### config.mk
export PLATFORM = sky130hd
export DESIGN_NAME = rti_delay
export DESIGN_NICKNAME = d
export VERILOG_FILES = /design/src/rtl/rti_delay.sv
export SDC_FILE = /design/constraint.sdc
export NUM_CORES = 1
export LEC_CHECK = 0
export ABC_AREA = 1
export BUFFER_PORTS_ARGS = -buffer_cell sky130_fd_sc_hd__buf_2
export CORE_ASPECT_RATIO = 0.75
export CORE_MARGIN = 2
export CORE_UTILIZATION = 39
export CTS_BUF_LIST = sky130_fd_sc_hd__clkbuf_16
export DETAILED_ROUTE_END_ITERATION = 8
export PLACE_DENSITY = 0.78
export SLEW_MARGIN = 0
export SYNTH_ARGS = -nofsm -noshare
export SYNTH_HDL_FRONTEND = slang
export SYNTH_SLANG_ARGS = --single-unit
### constraint.sdc
create_clock -name clk -period 0.8 [get_ports clk]
set_input_delay 0.08 -clock clk [delete_from_list [all_inputs] [get_ports clk]]
set_output_delay 0.08 -clock clk [all_outputs]
set_load 0.05 [all_outputs]
### src/rtl/rti_delay.sv
`timescale 1ns / 1ps

// Payload delay line that advances with the pipeline enable.
module rti_delay #(
    parameter int W = 32,
    parameter int N = 1
) (
    input  logic         clk,
    input  logic         en,
    input  logic [W-1:0] d,
    output logic [W-1:0] q
);

    logic [W-1:0] tap_reg [N];

    always_ff @(posedge clk)
    begin
        if (en)
        begin
            tap_reg[0] <= d;
            for (int i = 1; i < N; i++)
            begin
                tap_reg[i] <= tap_reg[i-1];
            end
        end
    end

    assign q = tap_reg[N-1];

endmodule

**Yosys cells after proc, flatten, opt, wreduce, memory -nomap -nowiden**

Memory sizes are Yosys's and may differ from the RTL's.
Index checks and enable logic that the tools add are counted.

- Multiplexer cells: 2

Operators by type and width:

| cell | number |
|---|---|
| 1-bit two-way mux | 2 |

- Logic and storage cells: 3
- Memory bits (writable): 32
- Flip-flop bits (word level): 0
- Output and inout port bits: 32
- Memories kept: 1

Memory list:

| name | words | bits a word | rd ports | clocked after Yosys merged registers in | write ports | RTL line | source |
|---|---|---|---|---|---|---|---|
| tap_reg | 1 | 32 | 1 | 0 | 1 | 14 | `logic [W-1:0] tap_reg [N];` |

**Longest topological paths before layout**

- Depth in word-level cells: 2
- Depth in mapped cells: 0
- Gate-level depth less buffers: 0

**Least setup slack after synthesis**

Ideal clock, no wire load.

- Path type: register -> output
- From: mem tap_reg[0][0]
- To: out q[0]
- Arrival time: 0.601 ns
- Stages on the path, launching flop included: 1
- Path slack: 0.119 ns
- Path buffers: 0
- Data required time: 0.720 ns
- Path through: edfxtp_1

- Longest elaborated chain between the ends: 1

Ends and longest elaborated chain:

| item | RTL line | source |
|---|---|---|
| start: declaration | 14 |  |
| memory 1 x 32 bit | -- |  |
| end: declaration | 11 | `output logic [W-1:0] q` |

No other way between the ends.

**Worst setup path in the final report**

- From: mem tap_reg[0][15]
- To: out q[15]

The elaborated chain is that of the path after synthesis.

==> results.md <==
* Outcome: complete, but fails checks
* Violated checks: negative setup slack
* IO Pins at 66
* Initial Util at 0.416
* Port bufs at 65
* DRT antenna net count at 0
* Met2 usage at 0.409
* Routed vias at 726
* Post-Route WL at 2900 µm
* Gr busiest metal: met2
* Final Cycle Share at 1.20
* First-pass DRT Iterations at 4
* CTS buffer count at 5
* GRT Residual Overflow at 0
* Initial antenna violation count at 0
* Hold path depth at 2
* Fmax at 1040 MHz
* Synth top area share at 1.00
* Max reg flops at 32
* Antenna cells at 0
* Most area-consuming cells after synthesis: edfxtp_1 100%
* Final WS setup at -0.158 ns
* Area growth from synthesis to layout at 111%
* Slew HR at 0.921
* Setup CP Type: reg -> out
* Cells after Synth at 32
* Syn nets at 66
* Synth area leader: edfxtp_1
* Grt met3 use at 0.107
* Place WS at 0.104 ns
* Residual DRC count at 0
* Final hold violations at 0
* Share of layout cells above drive strength 1 at 0.532
* Clock root buffer: clkbuf_16
* Final-stage net count at 172
* Reg clk slew, reported paths at 0.05 ns
* Vias in the first global route at 797
* RSZ-0062 raised after global routing: yes
* Crit path largest cell delay at between 0.4 and 0.5 ns
* Max stage delay cell, worst path: edfxtp_1
* Leak at about 0.86 nW
* #FFs+latches synth at 32
* Max-slew violations at 0
* VDD IR max at 1.58 mV
* Crit path buf inv count at 1
* Core area at 2310 µm²
* Setup Buffers After CTS at 0
* WP data arrival at 0.88 ns
* CTS tree: built
* Syn_area_per_cell at 30.0 µm²
* Die height at approximately 47 µm
* Sequential share of the synthesized area at 1.00
* Req. time, crit path at 0.72 ns
* Placer Congestion at about 0.63
* Vias per cell at 4.20
* Largest net degree at the start of global routing at 20
* Slew of the pin with the lowest slew margin at between 0.1 and 0.15 ns
* Worst Path Max Fanout at 1
* H-tree levels at 2
* Max_cap viols at 0
* Sink Count at 32
* Final cell count without fillers at 173
* Routed WL per cell at ~17 µm
* Site row count at 15
* Hold EP: tap_reg[0][13]
* Hold Crit Start: en
* Pwr per Cell Area at 2400 nW/µm²
* Met1 Use GR at 0.250
* Critical-path cell list: buf_6
* Gr usage total at 0.235
* DRT iter0 DRCs at 16
* Critical Path Start Type: flip-flop
* Fin crit period at 0.958 ns
* Distinct cells, synth at 1
* Die Width at 61.3 µm
* Multi-In Gates at 0
* Top Family by Delay on Critical Path: flip-flops
* Hold Crit Class: in -> reg
* Cell Area, Synth at around 960 µm²
* Multi-input logic area at 0 µm²
* Placed Cells incl. Taps at 133
* Die Area at 2880 µm²
* Syn. warnings at 0
* Endpoint class of the critical path: primary output
* Final setup vio count at 32
* First-pass GRT wire length at 4090 µm
* CTS max path bufs at 2
## per-stage QoR
step | hold slack [ns] | power, W | cell area, µm² | TNS [ns] | util
after global routing | 0.221 | 0.00500 | 2030 | -4.25 | 0.879
after CTS | 0.0000973 | 0.00482 | 2020 | -3.21 | 0.874
final | 0.219 | 0.00487 | 2030 | -3.50 | 0.879
after detailed placement | 0.258 | 0.00278 | 1370 | 0 | 0.593
after floorplan | 0.179 | 0.00253 | 961 | 0 | -
after global placement | 0.256 | 0.00276 | 1370 | 0 | 0.593
## layer usage
| metal | share of wire | routed length, µm |
|---|---|---|
| met5 | 0 | 0 |
| met4 | 0.015 | 43 |
| met3 | 0.051 | 148 |
| met2 | 0.57 | 1670 |
| met1 | 0.36 | 1040 |
## what timing repair did
item | CTS | global route
resized for setup | 64 | 0
endpoints found under the setup margin | 32 | 32
hold buffers | 31 | 1
hold endpoints to repair | 31 | 1
## worst max-delay path by stage
stage,end,from,slack [ns],depth (start not counted)
floorplan,q[0],tap_reg[0][0],0.12,0
global placement,tap_reg[0][21],en,0.12,2
detailed placement,tap_reg[0][23],en,0.10,2
CTS,q[15],tap_reg[0][15],-0.13,1
global route,q[15],tap_reg[0][15],-0.18,1
finish,q[15],tap_reg[0][15],-0.16,1
## logic make-up (layout without fill, tap and decap cells)
group / Yosys count / count (layout) / synth area share
buffers and inverters: 0 / 107 / 0
DFF: 32 / 32 / 1.00
## placed cells by master, fill, tap and decap left out
cell	count
edfxtp_1	32
buf_2	33
clkbuf_16	5
clkinv_2	2
buf_6	32
dlygate4sd3_1	32
clkinv_1	1
buf_12	2
## power breakdown
group / total, W / internal (W) / leakage, nW / switching, W
clock network: 0.00180 / 0.00113 / 0.0710 / 0.000673
registers: 0.00207 / 0.00200 / 0.313 / 0.0000654
logic: 0.00101 / 0.000413 / 0.476 / 0.000592
## layout make-up
class                 count  area (µm²)
Clock buffer              5         125
Timing Repair Buffer     99         886
Fill cell               100         280
Clock inverter            3        13.8
Tap cell                 34        42.5
Sequential cell          32         961
## Yosys cell counts
| master | n |
|---|---|
| edfxtp_1 | 32 |
(Power assumes the default switching activity.)
